==> src/design/fourier_surface_position_unit_defines.svh <==
// assertion macros for the surface position unit
`ifndef FOURIER_SURFACE_POSITION_UNIT_DEFINES_SVH
`define FOURIER_SURFACE_POSITION_UNIT_DEFINES_SVH
`ifndef NO_ASSERTIONS
`define FSP_ASSERT(lbl, prop, msg) \
  lbl: assert property (@(posedge clk) disable iff (!rst_n) prop) else $error(msg);
`define FSP_ASSERT_ALWAYS(lbl, prop, msg) \
  lbl: assert property (@(posedge clk) prop) else $error(msg);
`else
`define FSP_ASSERT(lbl, prop, msg)
`define FSP_ASSERT_ALWAYS(lbl, prop, msg)
`endif
`endif

==> src/design/fsp_pkg.sv <==
package fsp_pkg;

  localparam int FSP_MAX_SURFACES = 64;
  localparam int FSP_MAX_MODES    = 512;
  localparam int FSP_ANGLE_BITS   = 16;
  localparam int FSP_COEF_BITS    = 32;

  localparam int SURF_W     = 6;
  localparam int MODE_W     = 9;
  localparam int COEF_W     = 32;
  localparam int ANGLE_W    = 16;
  localparam int POS_W      = 32;
  localparam int CFG_IDX_W  = 2;
  localparam int CFG_DATA_W = 8;

  localparam logic [CFG_IDX_W-1:0] REG_NTOR = 2'd0;
  localparam logic [CFG_IDX_W-1:0] REG_MPOL = 2'd1;
  localparam logic [CFG_IDX_W-1:0] REG_NFP  = 2'd2;

  localparam logic OP_WRITE = 1'b0;
  localparam logic OP_EVAL  = 1'b1;

  // cordic: q4.30 values, angles in 2^-32 turn
  localparam int TRIG_W       = 34;
  localparam int CORDIC_STEPS = 28;
  localparam int STEP_W       = 5;
  localparam logic signed [TRIG_W-1:0] CORDIC_GAIN = 34'sd652032874;

  function automatic logic [31:0] atan_turn(input logic [STEP_W-1:0] i);
    logic [31:0] r;
    case (i)
      5'd0:  r = 32'd536870912;
      5'd1:  r = 32'd316933406;
      5'd2:  r = 32'd167458907;
      5'd3:  r = 32'd85004756;
      5'd4:  r = 32'd42667331;
      5'd5:  r = 32'd21354465;
      5'd6:  r = 32'd10679838;
      5'd7:  r = 32'd5340245;
      5'd8:  r = 32'd2670163;
      5'd9:  r = 32'd1335087;
      5'd10: r = 32'd667544;
      5'd11: r = 32'd333772;
      5'd12: r = 32'd166886;
      5'd13: r = 32'd83443;
      5'd14: r = 32'd41722;
      5'd15: r = 32'd20861;
      5'd16: r = 32'd10430;
      5'd17: r = 32'd5215;
      5'd18: r = 32'd2608;
      5'd19: r = 32'd1304;
      5'd20: r = 32'd652;
      5'd21: r = 32'd326;
      5'd22: r = 32'd163;
      5'd23: r = 32'd81;
      5'd24: r = 32'd41;
      5'd25: r = 32'd20;
      5'd26: r = 32'd10;
      5'd27: r = 32'd5;
      default: r = 32'd0;
    endcase
    return r;
  endfunction

endpackage

==> src/design/fsp_cordic.sv <==
module fsp_cordic (
  input  logic                          clk,
  input  logic                          rst_n,
  input  logic                          start,
  input  logic [31:0]                   phase,
  output logic                          done,
  output logic signed [fsp_pkg::TRIG_W-1:0] cos_q,
  output logic signed [fsp_pkg::TRIG_W-1:0] sin_q
);
  import fsp_pkg::*;

  logic                     busy_r;
  logic                     done_r;
  logic [STEP_W-1:0]        step_r;
  logic [1:0]               quad_r;
  logic signed [TRIG_W-1:0] x_r, y_r, z_r;
  logic signed [TRIG_W-1:0] dx, dy, at;

  always_comb begin
    dx = y_r >>> step_r;
    dy = x_r >>> step_r;
    at = $signed(TRIG_W'(atan_turn(step_r)));
  end

  always_ff @(posedge clk) begin
    if (!rst_n) begin
      busy_r <= 1'b0;
      done_r <= 1'b0;
      step_r <= '0;
    end else begin
      done_r <= 1'b0;
      if (start) begin
        busy_r <= 1'b1;
        step_r <= '0;
      end else if (busy_r) begin
        step_r <= step_r + 1'b1;
        if (step_r == STEP_W'(CORDIC_STEPS - 1)) begin
          busy_r <= 1'b0;
          done_r <= 1'b1;
        end
      end
    end
  end

  // one micro-rotation per cycle
  always_ff @(posedge clk) begin
    if (start) begin
      quad_r <= phase[31:30];
      x_r    <= CORDIC_GAIN;
      y_r    <= '0;
      z_r    <= $signed(TRIG_W'(phase[29:0]));
    end else if (busy_r) begin
      if (z_r >= 0) begin
        x_r <= x_r - dx;
        y_r <= y_r + dy;
        z_r <= z_r - at;
      end else begin
        x_r <= x_r + dx;
        y_r <= y_r - dy;
        z_r <= z_r + at;
      end
    end
  end

  // quadrant fold
  always_comb begin
    case (quad_r)
      2'd0: begin cos_q = x_r;  sin_q = y_r;  end
      2'd1: begin cos_q = -y_r; sin_q = x_r;  end
      2'd2: begin cos_q = -x_r; sin_q = -y_r; end
      default: begin cos_q = y_r; sin_q = -x_r; end
    endcase
  end

  assign done = done_r;
endmodule

==> config.mk <==
export PLATFORM = sky130hd
export DESIGN_NAME = fsp_cordic
export DESIGN_NICKNAME = d
export VERILOG_FILES = /design/src/design/fourier_surface_position_unit_defines.svh /design/src/design/fsp_pkg.sv /design/src/design/fsp_cordic.sv
export SDC_FILE = /design/constraint.sdc
export NUM_CORES = 1
export LEC_CHECK = 0
export ABC_CLOCK_PERIOD_IN_PS = 7800
export BUFFER_PORTS_ARGS = -buffer_cell sky130_fd_sc_hd__buf_2
export CAP_MARGIN = 20
export CORE_MARGIN = 3
export CORE_UTILIZATION = 62
export CTS_BUF_LIST = sky130_fd_sc_hd__clkbuf_4
export CTS_CLUSTER_DIAMETER = 80
export CTS_CLUSTER_SIZE = 40
export DETAILED_ROUTE_END_ITERATION = 8
export HOLD_SLACK_MARGIN = 0.03
export PLACE_DENSITY_LB_ADDON = 0.3
export SLEW_MARGIN = 20
export SYNTH_ARGS = -nofsm -noshare
export SYNTH_HDL_FRONTEND = slang
export SYNTH_SLANG_ARGS = --single-unit
==> constraint.sdc <==
create_clock -name clk -period 7.8 [get_ports clk]
set_input_delay 1.56 -clock clk [delete_from_list [all_inputs] [get_ports clk]]
set_output_delay 1.56 -clock clk [all_outputs]
set_load 0.05 [all_outputs]
==> impl_metrics.toml <==
[drt]
wl_per_cell_um = 26.4
viasPerCell = 7.11
num_vias = 21072
antenna_left = 0
drt_iter0_markers = 2884
firstDrtPassIters = 9
route.final.wire_length_mm = 78.4
drc_errors = 0

[synthesis]
synth_warnings = 0
synth_fp_nets = 2699
ys.flop_type = "dfxtp_1"
synth_top_area_share_pct = 11.1
synth-edff-count = 32
synthTopCellsByArea = "dfxtp_1, mux4_2, xnor2_1"
synth.most_common_cell = "nand2_1"
synth_seq_cells = 141
ys_seq_area_share_pct = 15.9
async_reset_ff_share_pct = 0
syn_inst = 2549
synth_cell_types = 100
avgSynthCellArea_um2 = 7.74
synth_common_cells = "nand2_1, nor2_1, o21ai_0, a21oi_1, xnor2_1"
netlist_area_um2 = 19700
yosysTopAreaCell = "dfxtp_1"

[placement]
finalWeightedCongestion = 1.12
pre_cts_ws_ps = 805
place_hpwl_mm = 59.7
port_buffers = 103

[power_and_ir_drop]
switching_share_pct = 56.9
power_frac_seq_pct = 16.0
p_leak_nw = 8.26
power_switching_mw = 5.56
combPwrFrac_pct = 78.2
p_int_mw = 4.22
vdd_drop_max_mv = 0.326
p_clk_share_pct = 5.9
powerDensity_nw_per_um2 = 470

[cts]
hold_buffers = 0
clock_path_buffers = 2
clock-sinks = 141
cts_buffers = 17
cts_max_level = 4
clock-root-buffer = "clkbuf_4"
cts_resized = 0
clkTransAtPathRegs_ps = 140
post-cts-setup-buffers = 0
clkLatencyLatePin_ps = 650
tritoncts = "yes"

[floorplan]
die_h_um = 184
ios = 104
core_area_um2 = 31000
fp-row-count = 64
dieArea_um2 = 34000
start_util_pct = 63.6
die_x_um = 184

[timing]
maxSlewHeadroom_pct = 17.7
period_needed_ps = 7320
final_max_slew_viol_count = 0
fin_hold_ws_ps = 489
rsz0062_at_grt = "no"
worst_pin_slew_ps = 1220
fmax_mhz = 137
tns_ps = 0
fin_skew_ps = 29.3
finalHoldViolCount = 0
setup_violations = 0
fin_crit_sh_pct = 93.9
setup_ws_ps = 476

[critical_path]
critPathKind = "reg2reg"
cp-start-kind = "flop"
crit_arrival_ps = 7870
cp_max_fo = 33
cp.required_ps = 8350
cp-end-kind = "flop"

[grt]
grt_remaining_overflow = 0
grt_use_total_pct = 45.5
antenna_found_initial = 2
grt_pass1_vias = 20074
grt_max_degree = 96
grt_pass1_wl_mm = 118

[layout]
drive_gt1_share_pct = 14.5
seq_area_um2 = 3160
fillers = 2612
multi_input_area_um2 = 15500
finalNetCount = 2703
area.growth.synth_to_final_pct = 5.42

[flow_run]
maxCapViolCount = 0

[status]
status = "completed"

[worst_hold_path]
hp-class = "reg2reg"
[metal layers]
layer / global-route usage [%] / share of wire [%] / vias to the layer above
met4: 32.5 / 8.9 / 0
met1: 52.7 / 35 / 9766
met3: 12.7 / 12 / 405
met2: 72.4 / 44 / 1563
met5: 0 / 0 / -
li1: - / - / 9338
[cell families after synthesis]
| family | synth area share (%) |
|---|---|
| and+or+nand+nor | 19.4 |
| muxes | 16.0 |
| DFF | 15.9 |
| xor gates and xnor gates | 11.8 |
| adders and majority gates | 7.46 |
| AOI/OAI and AO/OA | 23.8 |
| buffers and inverters | 5.67 |
[worst paths after layout]
kind	from	to	slack [ps]	cells past startpoint
setup / recovery	step_r[2]$_SDFFE_PP0P_	x_r[33]$_SDFFE_PP0P_	480	23
hold / removal	z_r[30]$_SDFFE_PP0P_	z_r[30]$_SDFFE_PP0P_	490	2
setup reg to reg	step_r[2]$_SDFFE_PP0P_	x_r[33]$_SDFFE_PP0P_	480	23
hold reg to reg	z_r[30]$_SDFFE_PP0P_	z_r[30]$_SDFFE_PP0P_	490	2
[worst max-delay path, stage by stage, from the launching register on]
cell and delay (ps):
dfxtp_2 950, buf_4 370, mux4_2 540, a22oi_1 310, o21ai_0 350, a211oi_1 510
nand2_1 120, or3_1 420, and3b_1 480, nand3_1 200, o31ai_1 240, a21oi_1 110
ha_1 360, and3_1 260, nand4_1 330, inv_1 160, o2111ai_1 140, buf_4 200
nand3_1 150, nand4_1 150, a31o_2 230, xnor3_1 170, nor2_1 120, mux2_2 350
[cell type report]
cell class              count  share of cell area [%]
flip-flops and latches    141                    15.2
clock buffers              18                   0.650
well taps                 396                    2.38
multi-input cells        2152                    74.4
clock inverters            14                   0.915
inverters                  64                    1.16
repair buffers            177                    5.28
diodes                      2                  0.0241
[state kept, by name, indices dropped and copies added, names as in the netlist]
register	flops
done	1
x_r	34
at	30
z_r	34
busy_r	1
y_r	34
step_r	5
quad_r	2
[placed cells by master (no fill, tap or decap), types with 10 or more instances in the layout]
master,n
a31oi_1,26
mux2i_1,92
o21a_1,20
mux4_2,75
xor2_1,99
o211ai_1,23
inv_1,58
nand4_1,14
o21ai_0,192
a21o_1,41
nor2_1,250
clkbuf_4,18
a22oi_1,13
a21oi_1,186
or4_1,11
o31ai_1,35
buf_4,73
or3_1,21
and3_1,15
buf_2,102
mux2_2,41
dfxtp_1,102
nand2b_1,37
and2_1,13
nor3_1,45
o22ai_1,25
xnor2_1,164
nor2b_1,26
a211oi_1,28
ha_1,112
edfxtp_1,32
nand2_1,300
o21bai_1,17
nor4_1,16
o221ai_1,10
nand3_1,51
o41ai_1,10
[through the flow]
step / std cells / area [um^2] / total power, mW / utilization, %
after detailed placement: 2930 / 20500 / 8.89 / 66.0
after global routing: 2964 / 20800 / 10.4 / 67.1
after CTS: 2962 / 20800 / 9.51 / 67.1
final: 2964 / 20800 / 9.78 / 67.1
after global placement: 2930 / 20500 / 8.65 / 66.0
after floorplan: 2549 / 19700 / 6.96 / -
[power groups by stage]
| stage | Sequential [mW] | Clock (mW) | Combinational, mW |
|---|---|---|---|
| after global routing | 1.54 | 0.606 | 8.25 |
| final | 1.56 | 0.576 | 7.64 |
| after global placement | 1.50 | 0 | 7.15 |
| after detailed placement | 1.52 | 0 | 7.38 |
| after CTS | 1.49 | 0.578 | 7.44 |
| after floorplan | 1.12 | 0 | 5.84 |
No activity file was read; power rests on OpenSTA's default activity.
