`src/design/fourier_surface_position_unit_defines.svh`:
```
// assertion macros for the surface position unit
`ifndef FOURIER_SURFACE_POSITION_UNIT_DEFINES_SVH
`define FOURIER_SURFACE_POSITION_UNIT_DEFINES_SVH
`ifndef NO_ASSERTIONS
`define FSP_ASSERT(lbl, prop, msg) \
  lbl: assert property (@(posedge clk) disable iff (!rst_n) prop) else $error(msg);
`define FSP_ASSERT_ALWAYS(lbl, prop, msg) \
  lbl: assert property (@(posedge clk) prop) else $error(msg);
`else
`define FSP_ASSERT(lbl, prop, msg)
`define FSP_ASSERT_ALWAYS(lbl, prop, msg)
`endif
`endif

```
`src/design/fsp_pkg.sv`:
```
package fsp_pkg;

  localparam int FSP_MAX_SURFACES = 64;
  localparam int FSP_MAX_MODES    = 512;
  localparam int FSP_ANGLE_BITS   = 16;
  localparam int FSP_COEF_BITS    = 32;

  localparam int SURF_W     = 6;
  localparam int MODE_W     = 9;
  localparam int COEF_W     = 32;
  localparam int ANGLE_W    = 16;
  localparam int POS_W      = 32;
  localparam int CFG_IDX_W  = 2;
  localparam int CFG_DATA_W = 8;

  localparam logic [CFG_IDX_W-1:0] REG_NTOR = 2'd0;
  localparam logic [CFG_IDX_W-1:0] REG_MPOL = 2'd1;
  localparam logic [CFG_IDX_W-1:0] REG_NFP  = 2'd2;

  localparam logic OP_WRITE = 1'b0;
  localparam logic OP_EVAL  = 1'b1;

  // cordic: q4.30 values, angles in 2^-32 turn
  localparam int TRIG_W       = 34;
  localparam int CORDIC_STEPS = 28;
  localparam int STEP_W       = 5;
  localparam logic signed [TRIG_W-1:0] CORDIC_GAIN = 34'sd652032874;

  function automatic logic [31:0] atan_turn(input logic [STEP_W-1:0] i);
    logic [31:0] r;
    case (i)
      5'd0:  r = 32'd536870912;
      5'd1:  r = 32'd316933406;
      5'd2:  r = 32'd167458907;
      5'd3:  r = 32'd85004756;
      5'd4:  r = 32'd42667331;
      5'd5:  r = 32'd21354465;
      5'd6:  r = 32'd10679838;
      5'd7:  r = 32'd5340245;
      5'd8:  r = 32'd2670163;
      5'd9:  r = 32'd1335087;
      5'd10: r = 32'd667544;
      5'd11: r = 32'd333772;
      5'd12: r = 32'd166886;
      5'd13: r = 32'd83443;
      5'd14: r = 32'd41722;
      5'd15: r = 32'd20861;
      5'd16: r = 32'd10430;
      5'd17: r = 32'd5215;
      5'd18: r = 32'd2608;
      5'd19: r = 32'd1304;
      5'd20: r = 32'd652;
      5'd21: r = 32'd326;
      5'd22: r = 32'd163;
      5'd23: r = 32'd81;
      5'd24: r = 32'd41;
      5'd25: r = 32'd20;
      5'd26: r = 32'd10;
      5'd27: r = 32'd5;
      default: r = 32'd0;
    endcase
    return r;
  endfunction

endpackage

```
`src/design/fsp_mulq30.sv`:
```
module fsp_mulq30 #(
  parameter int A_W = 44
) (
  input  logic                              clk,
  input  logic                              rst_n,
  input  logic                              start,
  input  logic signed [A_W-1:0]             a,
  input  logic signed [fsp_pkg::TRIG_W-1:0] b,
  output logic                              done,
  output logic signed [A_W+2:0]             p
);
  import fsp_pkg::*;

  localparam int N_CH  = (A_W + 31) / 32;
  localparam int PAD_W = 32 * N_CH;
  localparam int ACC_W = PAD_W + 32;
  localparam int CNT_W = $clog2(N_CH + 1);

  logic                busy_r, rnd_r, done_r, neg_r;
  logic [CNT_W-1:0]    cnt_r;
  logic [PAD_W-1:0]    ua_r;
  logic [31:0]         ub_r;
  logic [ACC_W-1:0]    acc_r;
  logic signed [A_W+2:0] p_r;
  logic [63:0]         prod;
  logic [ACC_W-1:0]    mag;
  logic [A_W+2:0]      mag_t;

  assign prod  = ua_r[PAD_W-1 -: 32] * ub_r;
  assign mag   = (acc_r + (ACC_W'(1) << 29)) >> 30;
  assign mag_t = (A_W+3)'(mag);

  always_ff @(posedge clk) begin
    if (!rst_n) begin
      busy_r <= 1'b0;
      rnd_r  <= 1'b0;
      done_r <= 1'b0;
      cnt_r  <= '0;
    end else begin
      done_r <= 1'b0;
      rnd_r  <= 1'b0;
      if (start) begin
        busy_r <= 1'b1;
        cnt_r  <= CNT_W'(N_CH);
      end else if (busy_r) begin
        cnt_r <= cnt_r - 1'b1;
        if (cnt_r == CNT_W'(1)) begin
          busy_r <= 1'b0;
          rnd_r  <= 1'b1;
        end
      end else if (rnd_r) begin
        done_r <= 1'b1;
      end
    end
  end

  // sign-magnitude, top 32-bit chunk first
  always_ff @(posedge clk) begin
    if (start) begin
      neg_r <= a[A_W-1] ^ b[TRIG_W-1];
      ua_r  <= PAD_W'(a[A_W-1] ? A_W'(-a) : A_W'(a));
      ub_r  <= 32'(b[TRIG_W-1] ? -b : b);
      acc_r <= '0;
    end else if (busy_r) begin
      acc_r <= (acc_r << 32) + ACC_W'(prod);
      ua_r  <= ua_r << 32;
    end else if (rnd_r) begin
      p_r <= neg_r ? -$signed(mag_t) : $signed(mag_t);
    end
  end

  assign done = done_r;
  assign p    = p_r;
endmodule

```
`config.mk`:
```
export PLATFORM = sky130hd
export DESIGN_NAME = fsp_mulq30
export DESIGN_NICKNAME = d
export VERILOG_FILES = /design/src/design/fourier_surface_position_unit_defines.svh /design/src/design/fsp_pkg.sv /design/src/design/fsp_mulq30.sv
export SDC_FILE = /design/constraint.sdc
export NUM_CORES = 2
export LEC_CHECK = 0
export ABC_AREA = 1
export BUFFER_PORTS_ARGS = -buffer_cell sky130_fd_sc_hd__buf_2
export CAP_MARGIN = 15
export CORE_MARGIN = 3
export CORE_UTILIZATION = 30
export CTS_CLUSTER_SIZE = 8
export DETAILED_ROUTE_END_ITERATION = 10
export SLEW_MARGIN = 10
export SYNTH_ARGS = -nofsm -noshare
export SYNTH_HDL_FRONTEND = slang
export SYNTH_SLANG_ARGS = --single-unit
```
`constraint.sdc`:
```
create_clock -name clk -period 19.65 [get_ports clk]
set_input_delay 1.965 -clock clk [delete_from_list [all_inputs] [get_ports clk]]
set_output_delay 1.965 -clock clk [all_outputs]
set_load 0.05 [all_outputs]
```
==> impl_metrics.ini <==
[global_route]
use_met1 = 0.2549
use_met3 = 0.03012
gr-usage-met2 = 0.3294
grt-busiest-layer = met2
grt_max_degree = 71
grt_pass1_wl_mm = 256.3
grt_antenna_before_repair = 3
grt_util_all_layers = 0.1946
grt_pass1_vias = 44240
overflow = 0

[setup_path]
worst_ep_required_time_ns = 20.18
worstReg2RegEnd = acc_r[47]
path_depth = 27
r2r_start = ua_r[42]
worstRegToRegCells = 27
crit_path_max_fanout = 32
cpPeakStageDelay_ns = 0.64
crit_end = acc_r[47]
criticalPathCategory = reg2reg
r2r_slack_ns = 11.50
cpMostUsedCell = fa_1
setup.worst_path.start_class = flip-flop
crit_family = adder cells
crit_path_top_delay_cell = fa_1
cp-startpoint = ua_r[42]
critPathArrivalTime_ns = 8.68
cp_num_buf_inv = 7
cp-end-kind = flip-flop

[yosys]
syn_inst = 6542
synthFlopType = edfxtp_1
syn_nets = 7845
synth_largest_area_cell = fa_1
yosys-top-cells-area = fa_1 (38%), inv_1 (14%), nand2_1 (13%)
synth_edf_count = 144
yosysWarnings = 0
syn_avg_cell_area_um2 = 7.560
syn_area_um2 = 49460
postSynth.asyncResetShare = 0
synth.distinct_cells = 49
synth_top_cell_area_share = 0.3768
yosys_register_bits = 226
synth-seq-area-share = 0.1206

[final_layout]
num-fill-cells = 17470
drive_above_1_share = 0.04962
finalNonFillerCells = 8745
area_growth_pct = 8.419
seqCellArea_um2 = 5967
multiInputGateArea_um2 = 35570
diodes = 0
fin_nets = 7845

[routing]
drt-wirelength-per-cell_um = 18.54
antenna_left = 0
first_iter_violations = 3244
drc = 0
drt-total-wl_mm = 162.1
firstDrtPassIters = 6
via_count = 41210
avgViaCountPerCell = 4.712

[place]
io_buffers = 127
gp_congestion = 0.9763
hpwl_mm = 125.5
dp_cells = 8678

[floorplan]
initial_utilization = 0.3028
dieArea_um2 = 169800
die_h_um = 412.0
chipWidth_um = 412.0
rows = 148
core_um2 = 163300
pin_count = 129

[sta]
finalSetupViolCount = 0
min_period_ns = 8.152
fmax_mhz = 122.7
setup_tns_ns = 0
skew_ns = 0.05636
fin_crit_sh = 0.4149
rsz0062_at_grt = false
relSlewSlack = 0.3772
slew_viol_final = 0
finalHoldViolations = 0
tightest_slew_ns = 0.9343

[flow_run]
maxCapViolations = 0

[clock_network]
clk-insertion-delay-late_ns = 0.60
cts_buffers = 37
clk_path_buf_depth = 3
cts_hold_buf = 0
cts_setup_buffers = 0
cts_root_buf = clkbuf_16
clk_pin_slew_ns = 0.06
htreeDepth = 2
cts_tree = done
clock_sinks = 226
cts_resized = 0

[hold_path]
hp-class = reg2reg

[status]
outcome = complete, no violations
[synth_stat cells (all sizes together), types with 3 or more instances]
cell type / n
a21boi: 9
a21o: 10
a21oi: 188
a22o: 4
a31oi: 24
and3: 4
buf: 12
clkbuf: 228
dfxtp: 82
edfxtp: 144
fa: 931
ha: 291
inv: 1870
nand2: 1760
nand3: 154
nand3b: 5
nand4: 32
nor2: 412
nor3: 49
nor4: 16
o21a: 5
o21ai: 153
o21bai: 17
o221ai: 3
o22ai: 3
o31ai: 4
or2: 5
xnor2: 29
xor2: 86
[registers in the layout, summed over array words and instances (netlist names)]
signal  cells
neg_r       1
rnd_r       1
ua_r       64
busy_r      1
acc_r      77
p          47
done        1
ub_r       32
cnt_r       2
[cell families (layout without fill, tap and decap cells)]
kind of cell | Yosys count | after routing | synth area share
AND/OR/NAND/NOR | 2440 | 2440 | 0.2006
buffers and inverters | 2112 | 2140 | 0.1604
adder cells (fa/ha/maj) | 1222 | 1222 | 0.4505
AO/OA/AOI/OAI | 427 | 427 | 0.04756
flip-flops | 226 | 226 | 0.1206
XOR/XNOR | 115 | 115 | 0.02037
[routing by layer]
| layer | up-vias | part of all wire |
|---|---|---|
| li1 | 18840 | - |
| met1 | 20570 | 0.42 |
| met2 | 1508 | 0.47 |
| met3 | 289 | 0.074 |
| met4 | 2 | 0.035 |
| met5 | - | 0.000056 |
[worst reg2reg max path, delay by kind of cell (launching register included)]
family	cells	cell delay, ns
AOI/OAI and AO/OA	4	1.31
adders and majority gates	9	4.69
buffers and inverters	7	0.92
DFF	1	0.33
and+or+nand+nor	7	0.87
[placed cells by master, fill, tap and decap left out, types with 17 or more instances in the layout]
| cell | instances |
|---|---|
| a21oi_1 | 187 |
| a31oi_1 | 24 |
| buf_2 | 126 |
| buf_4 | 75 |
| clkbuf_1 | 20 |
| clkbuf_16 | 37 |
| dfxtp_1 | 81 |
| edfxtp_1 | 144 |
| fa_1 | 931 |
| ha_1 | 291 |
| inv_1 | 1861 |
| nand2_1 | 1732 |
| nand2_2 | 20 |
| nand3_1 | 150 |
| nand4_1 | 32 |
| nor2_1 | 385 |
| nor3_1 | 49 |
| o21ai_0 | 142 |
| o21bai_1 | 17 |
| xnor2_1 | 29 |
| xor2_1 | 86 |
[per-stage QoR]
step                setup slack, ns    util  area (um^2)  hold WS, ns
floorplan                     12.93       -        49460       0.4212
global placement              11.55  0.3213        52480       0.4432
detailed placement            11.51  0.3213        52480       0.4485
CTS                           11.49  0.3283        53620       0.4565
global route                  11.19  0.3283        53620       0.4911
finish                        11.50  0.3283        53620       0.4534
[worst min path at each step]
stage | from | end | slack (ns) | cells after the start
final | cnt_r[1] | cnt_r[1] | 0.45 | 2
after CTS | cnt_r[1] | cnt_r[1] | 0.46 | 2
after detailed placement | cnt_r[1] | cnt_r[1] | 0.45 | 2
after global routing | cnt_r[1] | cnt_r[1] | 0.49 | 2
after floorplan | rnd_r | done | 0.42 | 2
after global placement | cnt_r[1] | cnt_r[1] | 0.44 | 2
[final cells by class]
cell class	count	area share
Tap cell	2175	0.05075
Sequential cell	226	0.1113
Clock inverter	7	0.001913
Clock buffer	60	0.01944
Inverter	1872	0.1310
Timing Repair Buffer	201	0.02226
Multi-Input combinational cell	4204	0.6633
Power is not shown: default switching activity piles up to over one toggle a cycle in this logic, so the estimate is an artifact.
